### src/pbfs_pkg.sv
// Shared constants for the page buffer frame selector.
package pbfs_pkg;

    // Number of buffer frames held in the tag store; frame 0 is scratch.
    localparam int MAX_FRAMES   = 8;
    // Significant bits of a page id; wider request bits are ignored.
    localparam int PAGE_ID_BITS = 32;

    // Fixed port widths.
    localparam int ID_PORT_BITS = 32;
    localparam int FRAME_BITS   = 3;
    localparam int HIT_BITS     = 32;
    localparam int CFG_BITS     = 4;
    localparam int APB_DATA     = 32;
    localparam int APB_ADDR     = 3;

    // Width of a frame index and of a frame count (which can equal MAX_FRAMES).
    localparam int IDX_BITS = (MAX_FRAMES > 1) ? $clog2(MAX_FRAMES) : 1;
    localparam int CNT_BITS = $clog2(MAX_FRAMES + 1);

    // Register map, as word indexes.
    localparam logic [APB_ADDR-3:0] REG_FRAMES_IN_USE = '0;

    localparam logic [CFG_BITS-1:0] FRAMES_RESET = CFG_BITS'(8);
    localparam logic [CNT_BITS-1:0] MIN_FRAMES  = CNT_BITS'(2);
    localparam logic [CNT_BITS-1:0] MAX_CNT     = CNT_BITS'(MAX_FRAMES);
    localparam logic [CNT_BITS-1:0] THREE_CNT   = CNT_BITS'(3);

endpackage

### src/page_buffer_frame_selector.sv
// Top level of the page buffer frame selector: tag store, victim choice and result register.
//
// Usage: each request word carries a page id and the current root page id.
// The block answers with one result word: whether the page is already held
// in a buffer frame (hit), the frame that holds or is to receive the page,
// and the running hit count after this request. Frames 1 to frames_in_use-1
// are searched; on a miss a victim frame is picked (frame 1 for the root or
// with two frames, frame 2 with three frames, else the lowest empty frame
// from 2, else a round-robin pointer that skips the last-hit page) and tagged.
// A word accepted at a clock edge appears on the output channel right after that edge.
// Throughput is one word per cycle while the receiver does not stall, set by the single
// pass of parallel tag compares between the tag registers and the result register. When
// the receiver stalls, the result register holds its word and the input stalls too, so
// no word is lost or repeated. Reset empties all frames, clears the hit count and the
// last-hit tag, sets the round-robin pointer to 1 and frames_in_use to 8. frames_in_use
// is written through the APB port at address 0; the user must write it only while the
// block is idle, as the block itself does not enforce this.
module page_buffer_frame_selector (
    input  logic                           i_clk,
    input  logic                           i_rst_n,

    input  logic                           i_in_valid,
    output logic                           o_in_ready,
    input  logic [pbfs_pkg::ID_PORT_BITS-1:0] i_page_id,
    input  logic [pbfs_pkg::ID_PORT_BITS-1:0] i_root_page_id,

    output logic                           o_out_valid,
    input  logic                           i_out_ready,
    output logic                           o_hit,
    output logic [pbfs_pkg::FRAME_BITS-1:0] o_frame,
    output logic [pbfs_pkg::HIT_BITS-1:0]  o_hit_total,

    input  logic                           psel,
    input  logic                           penable,
    input  logic                           pwrite,
    input  logic [pbfs_pkg::APB_ADDR-1:0]  paddr,
    input  logic [pbfs_pkg::APB_DATA-1:0]  pwdata,
    output logic [pbfs_pkg::APB_DATA-1:0]  prdata,
    output logic                           pready
);
    import pbfs_pkg::*;

    // Configuration and persistent state.
    logic [CFG_BITS-1:0]     r_frames_in_use;
    logic [PAGE_ID_BITS-1:0] r_tags [MAX_FRAMES];
    logic [PAGE_ID_BITS-1:0] r_last_hit;
    logic [CNT_BITS-1:0]     r_vptr;
    logic [HIT_BITS-1:0]     r_hit_cnt;

    // Result register.
    logic                    r_out_valid;
    logic                    r_hit;
    logic [FRAME_BITS-1:0]   r_frame;
    logic [HIT_BITS-1:0]     r_hit_total;

    // Request decode and the chosen frame.
    logic                    accept;
    logic                    cfg_wr;
    logic [PAGE_ID_BITS-1:0] page;
    logic [PAGE_ID_BITS-1:0] root;
    logic [CNT_BITS-1:0]     eff_frames;
    logic                    hit;
    logic [IDX_BITS-1:0]     hit_idx;
    logic                    empty_found;
    logic [IDX_BITS-1:0]     empty_idx;
    logic                    rr_wrap;
    logic [CNT_BITS-1:0]     rr_start;
    logic                    rr_found_a;
    logic [IDX_BITS-1:0]     rr_idx_a;
    logic                    rr_found_b;
    logic [IDX_BITS-1:0]     rr_idx_b;
    logic [IDX_BITS-1:0]     rr_idx;
    logic [CNT_BITS-1:0]     rr_vptr;
    logic                    use_rr;
    logic [IDX_BITS-1:0]     chosen;
    logic [CNT_BITS-1:0]     n_vptr;
    logic [HIT_BITS-1:0]     n_hit_cnt;

    assign o_in_ready = !r_out_valid || i_out_ready;
    assign accept     = i_in_valid && o_in_ready;

    assign pready = 1'b1;
    assign cfg_wr = psel && penable && pwrite
                    && (paddr[APB_ADDR-1:2] == REG_FRAMES_IN_USE);
    assign prdata = (paddr[APB_ADDR-1:2] == REG_FRAMES_IN_USE)
                    ? APB_DATA'(r_frames_in_use) : '0;

    assign page = i_page_id[PAGE_ID_BITS-1:0];
    assign root = i_root_page_id[PAGE_ID_BITS-1:0];

    // Out-of-range register values are clamped into 2 to MAX_FRAMES.
    always_comb begin
        if (CNT_BITS'(r_frames_in_use) < MIN_FRAMES) begin
            eff_frames = MIN_FRAMES;
        end else if (CNT_BITS'(r_frames_in_use) > MAX_CNT) begin
            eff_frames = MAX_CNT;
        end else begin
            eff_frames = CNT_BITS'(r_frames_in_use);
        end
    end

    // Parallel tag compares, each resolved by a priority pick of the lowest frame.
    always_comb begin
        hit         = 1'b0;
        hit_idx     = '0;
        empty_found = 1'b0;
        empty_idx   = '0;
        for (int i = 1; i < MAX_FRAMES; i++) begin
            if (!hit && (page != '0) && (CNT_BITS'(i) < eff_frames)
                && (r_tags[i] == page)) begin
                hit     = 1'b1;
                hit_idx = IDX_BITS'(i);
            end
        end
        for (int i = 2; i < MAX_FRAMES; i++) begin
            if (!empty_found && (CNT_BITS'(i) < eff_frames) && (r_tags[i] == '0)) begin
                empty_found = 1'b1;
                empty_idx   = IDX_BITS'(i);
            end
        end
    end

    // Round-robin victim. The pointer first wraps to 2 if it lies beyond the
    // frames in use; the search from there skips frames holding the last-hit
    // page, and a second pass from frame 2 covers a wrap during the search.
    always_comb begin
        rr_wrap    = (r_vptr >= eff_frames);
        rr_start   = rr_wrap ? MIN_FRAMES : r_vptr;
        rr_found_a = 1'b0;
        rr_idx_a   = '0;
        rr_found_b = 1'b0;
        rr_idx_b   = '0;
        for (int i = 1; i < MAX_FRAMES; i++) begin
            if (!rr_found_a && (CNT_BITS'(i) >= rr_start) && (CNT_BITS'(i) < eff_frames)
                && (r_tags[i] != r_last_hit)) begin
                rr_found_a = 1'b1;
                rr_idx_a   = IDX_BITS'(i);
            end
        end
        for (int i = 2; i < MAX_FRAMES; i++) begin
            if (!rr_found_b && (CNT_BITS'(i) < eff_frames)
                && (r_tags[i] != r_last_hit)) begin
                rr_found_b = 1'b1;
                rr_idx_b   = IDX_BITS'(i);
            end
        end
        if (rr_found_a) begin
            rr_idx  = rr_idx_a;
            rr_vptr = rr_wrap ? MIN_FRAMES : r_vptr + CNT_BITS'(1);
        end else if (rr_found_b) begin
            rr_idx  = rr_idx_b;
            rr_vptr = MIN_FRAMES;
        end else begin
            rr_idx  = IDX_BITS'(2);
            rr_vptr = MIN_FRAMES;
        end
    end

    // Frame choice: the hit frame on a hit, else the victim frame on a miss.
    always_comb begin
        use_rr = 1'b0;
        if (hit) begin
            chosen = hit_idx;
        end else if ((eff_frames == MIN_FRAMES) || (root == page)) begin
            chosen = IDX_BITS'(1);
        end else if (eff_frames == THREE_CNT) begin
            chosen = IDX_BITS'(2);
        end else if (empty_found) begin
            chosen = empty_idx;
        end else begin
            chosen = rr_idx;
            use_rr = 1'b1;
        end
        n_vptr    = use_rr ? rr_vptr : r_vptr;
        n_hit_cnt = hit ? r_hit_cnt + HIT_BITS'(1) : r_hit_cnt;
    end

    always_ff @(posedge i_clk) begin
        if (!i_rst_n) begin
            r_frames_in_use <= FRAMES_RESET;
        end else if (cfg_wr) begin
            r_frames_in_use <= pwdata[CFG_BITS-1:0];
        end
    end

    always_ff @(posedge i_clk) begin
        if (!i_rst_n) begin
            for (int i = 0; i < MAX_FRAMES; i++) begin
                r_tags[i] <= '0;
            end
            r_last_hit <= '0;
            r_vptr     <= CNT_BITS'(1);
            r_hit_cnt  <= '0;
        end else if (accept) begin
            if (hit) begin
                r_last_hit <= r_tags[hit_idx];
            end else begin
                r_tags[chosen] <= page;
            end
            r_vptr    <= n_vptr;
            r_hit_cnt <= n_hit_cnt;
        end
    end

    always_ff @(posedge i_clk) begin
        if (!i_rst_n) begin
            r_out_valid <= 1'b0;
        end else if (accept) begin
            r_out_valid <= 1'b1;
        end else if (i_out_ready) begin
            r_out_valid <= 1'b0;
        end
    end

    always_ff @(posedge i_clk) begin
        if (accept) begin
            r_hit       <= hit;
            r_frame     <= FRAME_BITS'(chosen);
            r_hit_total <= n_hit_cnt;
        end
    end

    assign o_out_valid = r_out_valid;
    assign o_hit       = r_hit;
    assign o_frame     = r_frame;
    assign o_hit_total = r_hit_total;

endmodule
### config.mk
export PLATFORM = sky130hd
export DESIGN_NAME = page_buffer_frame_selector
export DESIGN_NICKNAME = d
export VERILOG_FILES = /design/src/pbfs_pkg.sv /design/src/page_buffer_frame_selector.sv
export SDC_FILE = /design/constraint.sdc
export NUM_CORES = 1
export LEC_CHECK = 0
export CORE_UTILIZATION = 48
export DETAILED_ROUTE_END_ITERATION = 10
export DONT_BUFFER_PORTS = 1
export GPL_ROUTABILITY_DRIVEN = 0
export PLACE_DENSITY = 0.6
export SYNTH_ARGS = -nofsm -noshare
export SYNTH_HDL_FRONTEND = slang
export SYNTH_SLANG_ARGS = --single-unit
### constraint.sdc
create_clock -name i_clk -period 18.1 [get_ports i_clk]
set_clock_uncertainty 0.2 [all_clocks]
set_input_delay 0.905 -clock i_clk [delete_from_list [all_inputs] [get_ports i_clk]]
set_output_delay 0.905 -clock i_clk [all_outputs]
set_load 0.1 [all_outputs]
==> results.txt, run 1 <==
The run finished, with violations left. The final reports fail on DRC. The critical path arrival is around 6.3 ns.

The via count of the first global-routing pass came out at 18300. The number of buffers between clock root and the deepest sink came out at 3. The aggregate routed wire length came out at about 90000 um. In this run, CTS created clock tree buffers numbering 38. The proportion of register bits with asynchronous set or reset after synthesis is 0%. In the synthesized netlist the dominant register cell turns out to be edfxtp_1. The cell sitting at the root of the clock tree is a clkbuf_16. The clock latency of the later-clocked register in the worst-skew pair is roughly 0.58 ns. After the flow finishes, the layout carries non-filler instances totaling about 2800.

The antenna diode count came out at 0. The number of cells after detailed placement came out at approximately 2700. The clock edge transition at the registers on the reported setup and hold paths came out at around 0.06 ns.

The detailed-route DRC error count came out at 16. In this run the tightest slew margin relative to its limit is ~4.8%. The global-route wire length before repair is between 100000 and 150000 um. From synthesis to final layout, the design area changed by 6.54%. In the layout the commonest cells are 294 x xor2_1, 260 x edfxtp_1, 245 x xnor2_1, 200 x nor3_1, 164 x nor4_1. The part of the Yosys area used for sequential elements is about two fifths.

The power density over cell area is between 80 and 90 nW/um^2. The initial antenna violation count came out at 0. TritonCTS built the clock tree. In this run, the combinational gates consume 12.0% of the power. The cell area after synthesis is roughly 22000 um^2. At the end of the flow, the number of nets in the layout was 2260.

The startpoint class of the critical path is a flip-flop. In this run, synthesis produced a sequential element count of ~330. STA classifies the critical path endpoint as a flip-flop. The internal portion of total power came out at around 0.0014 W.

The leakage power summed over all cells is approximately 8 nW. The setup path with the least slack is of type reg2reg. Entering global routing, the biggest net connects 66 pins. The via count of the routed design came out at between 15000 and 20000. The synthesized instance count came out at approximately 2200. The share of total power in sequential cells came out at a little under half. Dividing the detail-routed wire length by the instance count gives ~32 um.

The floorplan step set the die width to 218 um. For this design, the slowest cell found on the critical path is nor4_1. The final worst-path cycle share came out at 34.5%. Setup repair after global routing left no endpoint under its margin. The clock network is responsible for about two fifths of the overall power. The worst hold path belongs to the class in2reg.

The number of DRC markers in iteration 0 is about 3300. In this run the count of I/O pins placed on the die edge is 177. Once the clock tree was built, the resizer swapped 0 gates to a different size. The final instance area is about 24000 um^2. The biggest cell delay along the critical path came out at 1.19 ns. The required time at the worst-slack endpoint is roughly 18 ns. The cell area after placement is 22500 um^2. The switching part of the total power is 29.4%.

The maximum fanout encountered on the critical timing path came out at 54. The peak clock frequency supported by timing came out at roughly 160 MHz. The number of buffers inserted by post-CTS setup repair is 0. The worst hold slack is approximately 0.24 ns. The routed design could run at a clock period as short as approximately 6.2 ns.

The area of the placeable core came out at ~46000 um^2. The count of buffers added on input and output ports is 0. The final antenna-violating net count came out at 0. Row generation in the floorplan step produced 78 rows. Global routing consumed, over all layers together, approximately 37% of the routing resources.

The average via count per standard cell came out at 6.99. The highest ir drop seen on vdd is approximately 77 uV. The number of pins exceeding their max-slew limit in the final report came out at 0. The floorplan die area came out at between 40000 and 50000 um^2. The net load switching power is roughly 0.00058 W. The netlist uses approximately 80 different library cells. The number of sinks on the clock net is between 300 and 400.

The ratio of cells with drive above 1 in the final layout came out at 9.23%. The number of detailed-route iterations in the first pass came out at 11. The initial core utilization is between 40% and 50%. The number of hold buffers added after CTS is 0. The total overflow left after global routing is 0. In this run the number of H-tree levels came out at 2. For the pin with the worst max-slew slack, the measured transition is approximately 1.4 ns. The setup TNS after final layout came out at 0 ns. The number of warnings printed during yosys synthesis came out at 0.

The final count of hold timing violations came out at 0. The half-perimeter wire length after placement is roughly 64000 um. The synthesized area per cell came out at roughly 10 um^2. Max-cap violations in this run came to 0.

The number of enable-type register cells in the synthesized netlist came out at 260. Walking the worst path, the cells encountered are xor2_1 -> nor4_1 -> nand4_1 -> a2111oi_0 -> nor4_1 -> o31ai_1 -> a211o_1 -> or4b_4 -> buf_4 -> o21ai_2 -> buf_4. The height of the chip is around 220 um. Setup violations remaining at the end of the flow were counted as 0. The most common cell after layout, fill and taps aside is xor2_1.
## metal layers
metal  share of wire [%]  wire, um  global-route usage (%)  up-vias
li1                    -         -                       -     7988
met1                  37     33000                    48.0     9308
met2                  41     37000                    53.9     1666
met3                  15     13800                    14.5      458
met4                 6.9      6240                    20.8        0
met5                   0         0                       0        -
## sequential cells by signal (all words and copies together) (netlist names), 3 cells and up
| register | cells |
|---|---|
| o_hit_total | 32 |
| r_tags | 224 |
| r_vptr | 4 |
| o_frame | 3 |
| r_frames_in_use | 4 |
| r_hit_cnt | 32 |
| r_last_hit | 32 |
## synth_stat cells, types with 6 or more instances
library cell  number  share of area (%)
xnor2_1          245                9.6
nor2b_1           37                1.0
nand2_1           84                1.4
a21oi_1           51                1.1
and3_1            38                1.1
nor3_1           201                4.5
nor3_2            56                2.5
nor2_1            83                1.4
or3_1              8               0.22
nand4_1          100                2.8
and2_1            39                1.1
nor4_1           165                4.6
ha_1               6               0.34
clkbuf_1          45               0.76
and4_1             6               0.24
buf_6             11               0.56
buf_1             14               0.24
o211ai_1           7               0.24
xor2_1           294                 12
a2111oi_0         34                1.3
dfxtp_1           73                6.6
nand3_1           24               0.54
buf_4             33                1.1
a22oi_1           32                1.1
edfxtp_1         260                 35
o21ai_0           10               0.22
nand2b_1           6               0.17
buf_2             86                1.9
inv_1             44               0.74
a22o_1            32                1.3
or4_1              6               0.20
## per-stage QoR
| step | worst slack (ns) | utilization, % | power [W] |
|---|---|---|---|
| finish | 11.86 | 52.1 | 0.00198 |
| global route | 11.79 | 52.1 | 0.00203 |
| CTS | 12.31 | 52.1 | 0.00197 |
| detailed placement | 12.30 | 49.3 | 0.00118 |
| global placement | 12.31 | 49.3 | 0.00118 |
| floorplan | 11.79 | - | 0.00113 |
## power by group through the flow
stage                     Sequential (W)  Clock [W]  Combinational, W
final                           0.000944   0.000799          0.000239
after global routing            0.000943   0.000835          0.000251
after CTS                       0.000940   0.000805          0.000228
after detailed placement        0.000956          0          0.000227
after global placement          0.000955          0          0.000225
after floorplan                 0.000933          0          0.000196
## path summary, 6_finish.rpt
check | from | endpoint | slack (ns) | depth (start not counted)
max | r_last_hit[16]$_SDFFE_PN0P_ | r_tags[5][2]$_SDFFCE_PN0P_ | 11.86 | 11
min | i_rst_n | r_frames_in_use[3]$_SDFFE_PN1P_ | 0.24 | 1
max reg2reg | r_last_hit[16]$_SDFFE_PN0P_ | r_tags[5][2]$_SDFFCE_PN0P_ | 11.86 | 11
min reg2reg | r_hit_cnt[24]$_SDFFE_PN0P_ | r_hit_cnt[24]$_SDFFE_PN0P_ | 0.33 | 2
## worst max-delay path: cells and delay by family (launching register included)
kind | cells | cell delay [ns]
buffers and inverters | 2 | 0.81
xor gates and xnor gates | 1 | 0.15
AOI/OAI and AO/OA | 4 | 1.44
and+or+nand+nor | 4 | 2.28
DFF | 1 | 0.93
## kinds of logic (layout without fill, tap and decap cells)
family | Yosys count | after routing | synth area share (%)
fa+ha+maj | 6 | 6 | 0.337
buf+inv | 238 | 153 | 5.42
xor+xnor | 541 | 541 | 21.3
simple gates | 896 | 896 | 23.9
other cells | 2 | 29 | 0.0337
mux | 6 | 6 | 0.275
flops | 333 | 333 | 41.6
compound gates | 214 | 214 | 7.13
## final cells by class
type / count / area [um^2]
Sequential cell: 333 / 9270
Timing Repair Buffer: 35 / 263
Multi-Input combinational cell: 1692 / 12000
Inverter: 48 / 183
Fill cell: 4087 / 21800
Tap cell: 600 / 751
Clock buffer: 49 / 1020
Clock inverter: 21 / 258
Power figures use the tool's default switching activity.
==> run 2, diff against run 1 <==
- clock period: 18.1 -> 6.45 ns (I/O delays scaled with it)
==> run 2 against run 1 <==
Against the previous run:
- largest power group unchanged
- global-route usage grew 0.95 points
- first-iteration DRC count up 7.4%
- the flow now finishes without violations
- final cell count rose by 2.2%
- critical path type unchanged
- power grew to 2.8 times the previous value
- largest cell class unchanged
- sequential share of layout area fell by 0.98 points
- wire length rose by 2.2%
- via count grew 2.5%
- setup slack got worse by 11 ns
- maximum frequency rose by 6.4%
- non-clock buffer count increased by 62
- core utilization increased by 1.3 points
==> results.txt, run 2 (same netlist as run 1, synthesis figures left out) <==
The pre-CTS setup slack came out at 0.801 ns (was 12.30 ns). The total buffers and inverters traversed by the critical path came out at 1 (was 2). The x dimension of the die came out at 218 um (unchanged). The leakage power summed over all cells came out at 8.46 nW (was 8.16 nW).

The startpoint class of the critical path was a flip-flop (unchanged). The count of endpoints failing setup in the final report is 0 (unchanged). The number of buffers between clock root and the deepest sink is 3 (unchanged). Commonest cells after routing, fill and taps aside: 294 x xor2_1, 260 x edfxtp_1, 245 x xnor2_1, 200 x nor3_1, 165 x nor4_1 (was 294 x xor2_1, 260 x edfxtp_1, 245 x xnor2_1, 200 x nor3_1, 164 x nor4_1). The area of the placeable core came to 45600 um^2 (unchanged). The kind of path behind the tightest hold check was in2reg (unchanged). The global-route wire length before repair is 131000 um (was 127000 um). The via count of the routed design is 19900 (was 19400). The element type at the critical path end is a flip-flop (unchanged). The required time at the worst-slack endpoint came out at 6.43 ns (was 18.11 ns). The filler-free cell count of the finished design came out at 2840 (was 2778). The flip-flop count of the largest register after layout was 224 (unchanged). The final worst-path cycle share was 91.0% (was 34.5%). The average via count per standard cell is 7.01 (was 6.99).

The initial core utilization is 48.9% (unchanged). The setup TNS after final layout was 0 ns (unchanged). The clock edge transition at the registers on the reported setup and hold paths is 0.06 ns (about the same).

The aggregate routed wire length came out at 92000 um (was 90000 um). The peak clock frequency supported by timing is 170 MHz (was 160 MHz). The number of cell rows came out at 78 (unchanged). The most common cell after layout, fill and taps aside is xor2_1 (unchanged).

The highest ir drop seen on vdd is 220 uV (was 77.3 uV). The floorplan die area came out at 47300 um^2 (unchanged). The number of detailed-route iterations in the first pass came to 10 (was 11).

The number of buffers added by the clock tree synthesis step came out at 38 (unchanged). The number of cells after detailed placement is 2727 (was 2708). The ratio of cells with drive above 1 in the final layout is 10.1% (was 9.23%). The critical path capture point is r_tags[2][21]$_SDFFCE_PN0P_ (was r_tags[5][2]$_SDFFCE_PN0P_). The layout-stage area growth over the synthesis result is 9.28% (was 6.54%). Outcome: finished, final reports clean (was finished with violations). The number of cells traversed by the worst register-to-register path is 9 (was 11). The height of the chip is 218 um (unchanged). The number of cells on the critical path came out at 9 (was 11). The max-cap violation count is 0 (unchanged). Setup repair after global routing missed its margin: false (unchanged). The worst-case register-to-register setup slack came out at 0.58 ns (was 11.86 ns). The biggest cell delay along the critical path came out at 0.99 ns (was 1.19 ns). The headroom to the max-slew limit came to 11.7% (was 4.76%). The overall fraction of global-route tracks in use was 38.4% (was 37.5%). The largest net degree at the start of global routing was 68 (was 66). The final antenna-violating net count is 0 (unchanged).

The clock tree root driver cell is clkbuf_16 (unchanged). The via count of the first global-routing pass is 19000 (was 18300). The critical path arrival came out at 5.85 ns (was 6.25 ns). Cell breakdown of the critical path: xor2_1 -> nor4_1 -> nand4_1 -> o211a_1 -> or4_1 -> a2111oi_0 -> or2_4 -> inv_4 -> o21ai_4 (was xor2_1 -> nor4_1 -> nand4_1 -> a2111oi_0 -> nor4_1 -> o31ai_1 -> a211o_1 -> or4b_4 -> buf_4 -> o21ai_2 -> buf_4).

The detailed-route DRC error count came to 0 (was 16). The maximum fanout encountered on the critical timing path is 36 (was 54). The number of pins exceeding their max-slew limit in the final report is 0 (unchanged). The clock latency of the later-clocked register in the worst-skew pair is 0.58 ns (about the same).

The register with the most flip-flops is r_tags (unchanged). The number of input and output port buffers inserted is 0 (unchanged). The actual transition at the worst max-transition pin is 1.31 ns (was 1.42 ns). The final-stage net count came out at 2322 (was 2260). The critical path launch point was r_last_hit[29]$_SDFFE_PN0P_ (was r_last_hit[16]$_SDFFE_PN0P_). The average routed wire per standard cell is 32.4 um (about the same). The slowest library cell on the worst path is dfxtp_1 (was nor4_1). The final count of hold timing violations was 0 (unchanged). The half-perimeter wire length after placement came to 64700 um (was 64200 um). The clock tree from TritonCTS is done (unchanged). The number of sinks on the clock net is 333 (unchanged). The cell class contributing the biggest share of worst-path delay was simple AND/OR/NAND/NOR gates (unchanged). The initial antenna violation count is 1 (was 0). The power density over cell area is 231 nW/um^2 (was 83.4 nW/um^2). The number of DRC markers in iteration 0 came to 3592 (was 3343). The worst path setup slack after routing came out at 0.583 ns (was 11.86 ns).

The time the final worst path needs with I/O delays and setup is 5.87 ns (was 6.24 ns). The total grt overflow came out at 0 (unchanged). The endpoint of the worst-slack reg-to-reg timing path is r_tags[2][21]$_SDFFCE_PN0P_ (was r_tags[5][2]$_SDFFCE_PN0P_). The total number of H-tree levels came out at 2 (unchanged).

The top-level port count came out at 177 (unchanged). The source of the worst register-to-register timing path was r_last_hit[29]$_SDFFE_PN0P_ (was r_last_hit[16]$_SDFFE_PN0P_). The number of fill cells came out at 4017 (was 4087). The category of the most critical setup path is reg2reg (unchanged).
## run 2: routing by layer
metal  track usage [%]  wire length [um]  up-vias
li1                  -                 -     8119
met1              49.4             33600     9457
met2              54.5             37400     1814
met3              14.1             14100      518
met4              23.8              6880        0
met5                 0                 0        -
## run 2: stage by stage
step           util (%)  hold WS, ns  power (W)  area (um^2)
2_1_floorplan         -        0.252    0.00317        22400
3_3_place_gp       49.6        0.213    0.00331        22600
3_5_place_dp       49.6        0.199    0.00332        22600
4_1_cts            53.4      0.00593    0.00560        24400
5_1_grt            53.5       0.0269    0.00575        24400
6_report           53.5      0.00711    0.00563        24400
## run 2: worst min path at each step
stage | from | end | slack (ns) | cells past startpoint
global placement | i_rst_n | r_frames_in_use[3]$_SDFFE_PN1P_ | 0.21 | 1
CTS | i_page_id[7] | r_tags[7][7]$_SDFFCE_PN0P_ | 0.006 | 2
detailed placement | i_rst_n | r_frames_in_use[3]$_SDFFE_PN1P_ | 0.20 | 1
finish | i_rst_n | r_tags[1][11]$_SDFFCE_PN0P_ | 0.007 | 1
global route | i_page_id[19] | r_tags[7][19]$_SDFFCE_PN0P_ | 0.03 | 2
floorplan | i_in_valid | o_out_valid$_SDFFE_PN0P_ | 0.25 | 2
## run 2: cell type report
type	instances	area, um^2	area share, %
inverters	48	183	0.750
repair buffers	97	853	3.50
diodes	1	2.50	0.0103
well taps	600	751	3.08
flip-flops and latches	333	9270	38.0
multi-input cells	1692	12000	49.3
clock buffers	47	1040	4.25
clock inverters	22	269	1.10
## run 2: worst reg2reg max path, delay by kind of cell, from the launching register on
kind | cells | cell delay (ns)
flops | 1 | 0.99
compound gates | 3 | 1.90
buf+inv | 1 | 0.21
simple gates | 4 | 1.95
xor+xnor | 1 | 0.19
## run 2: timing repair
item,in CTS,in global routing
hold buffers,42,0
setup endpoints to repair,0,0
gates resized for setup,0,0
hold endpoints to repair,87,0
buffers inserted,0,0
## run 2: report_power, final
group	switching, W	total [W]	internal [W]	leakage, nW
Combinational	0.000497	0.000705	0.000208	4.56
Sequential	0.000240	0.00265	0.00241	3.27
Clock	0.000954	0.00228	0.00132	0.633
Total	0.00169	0.00563	0.00394	8.46
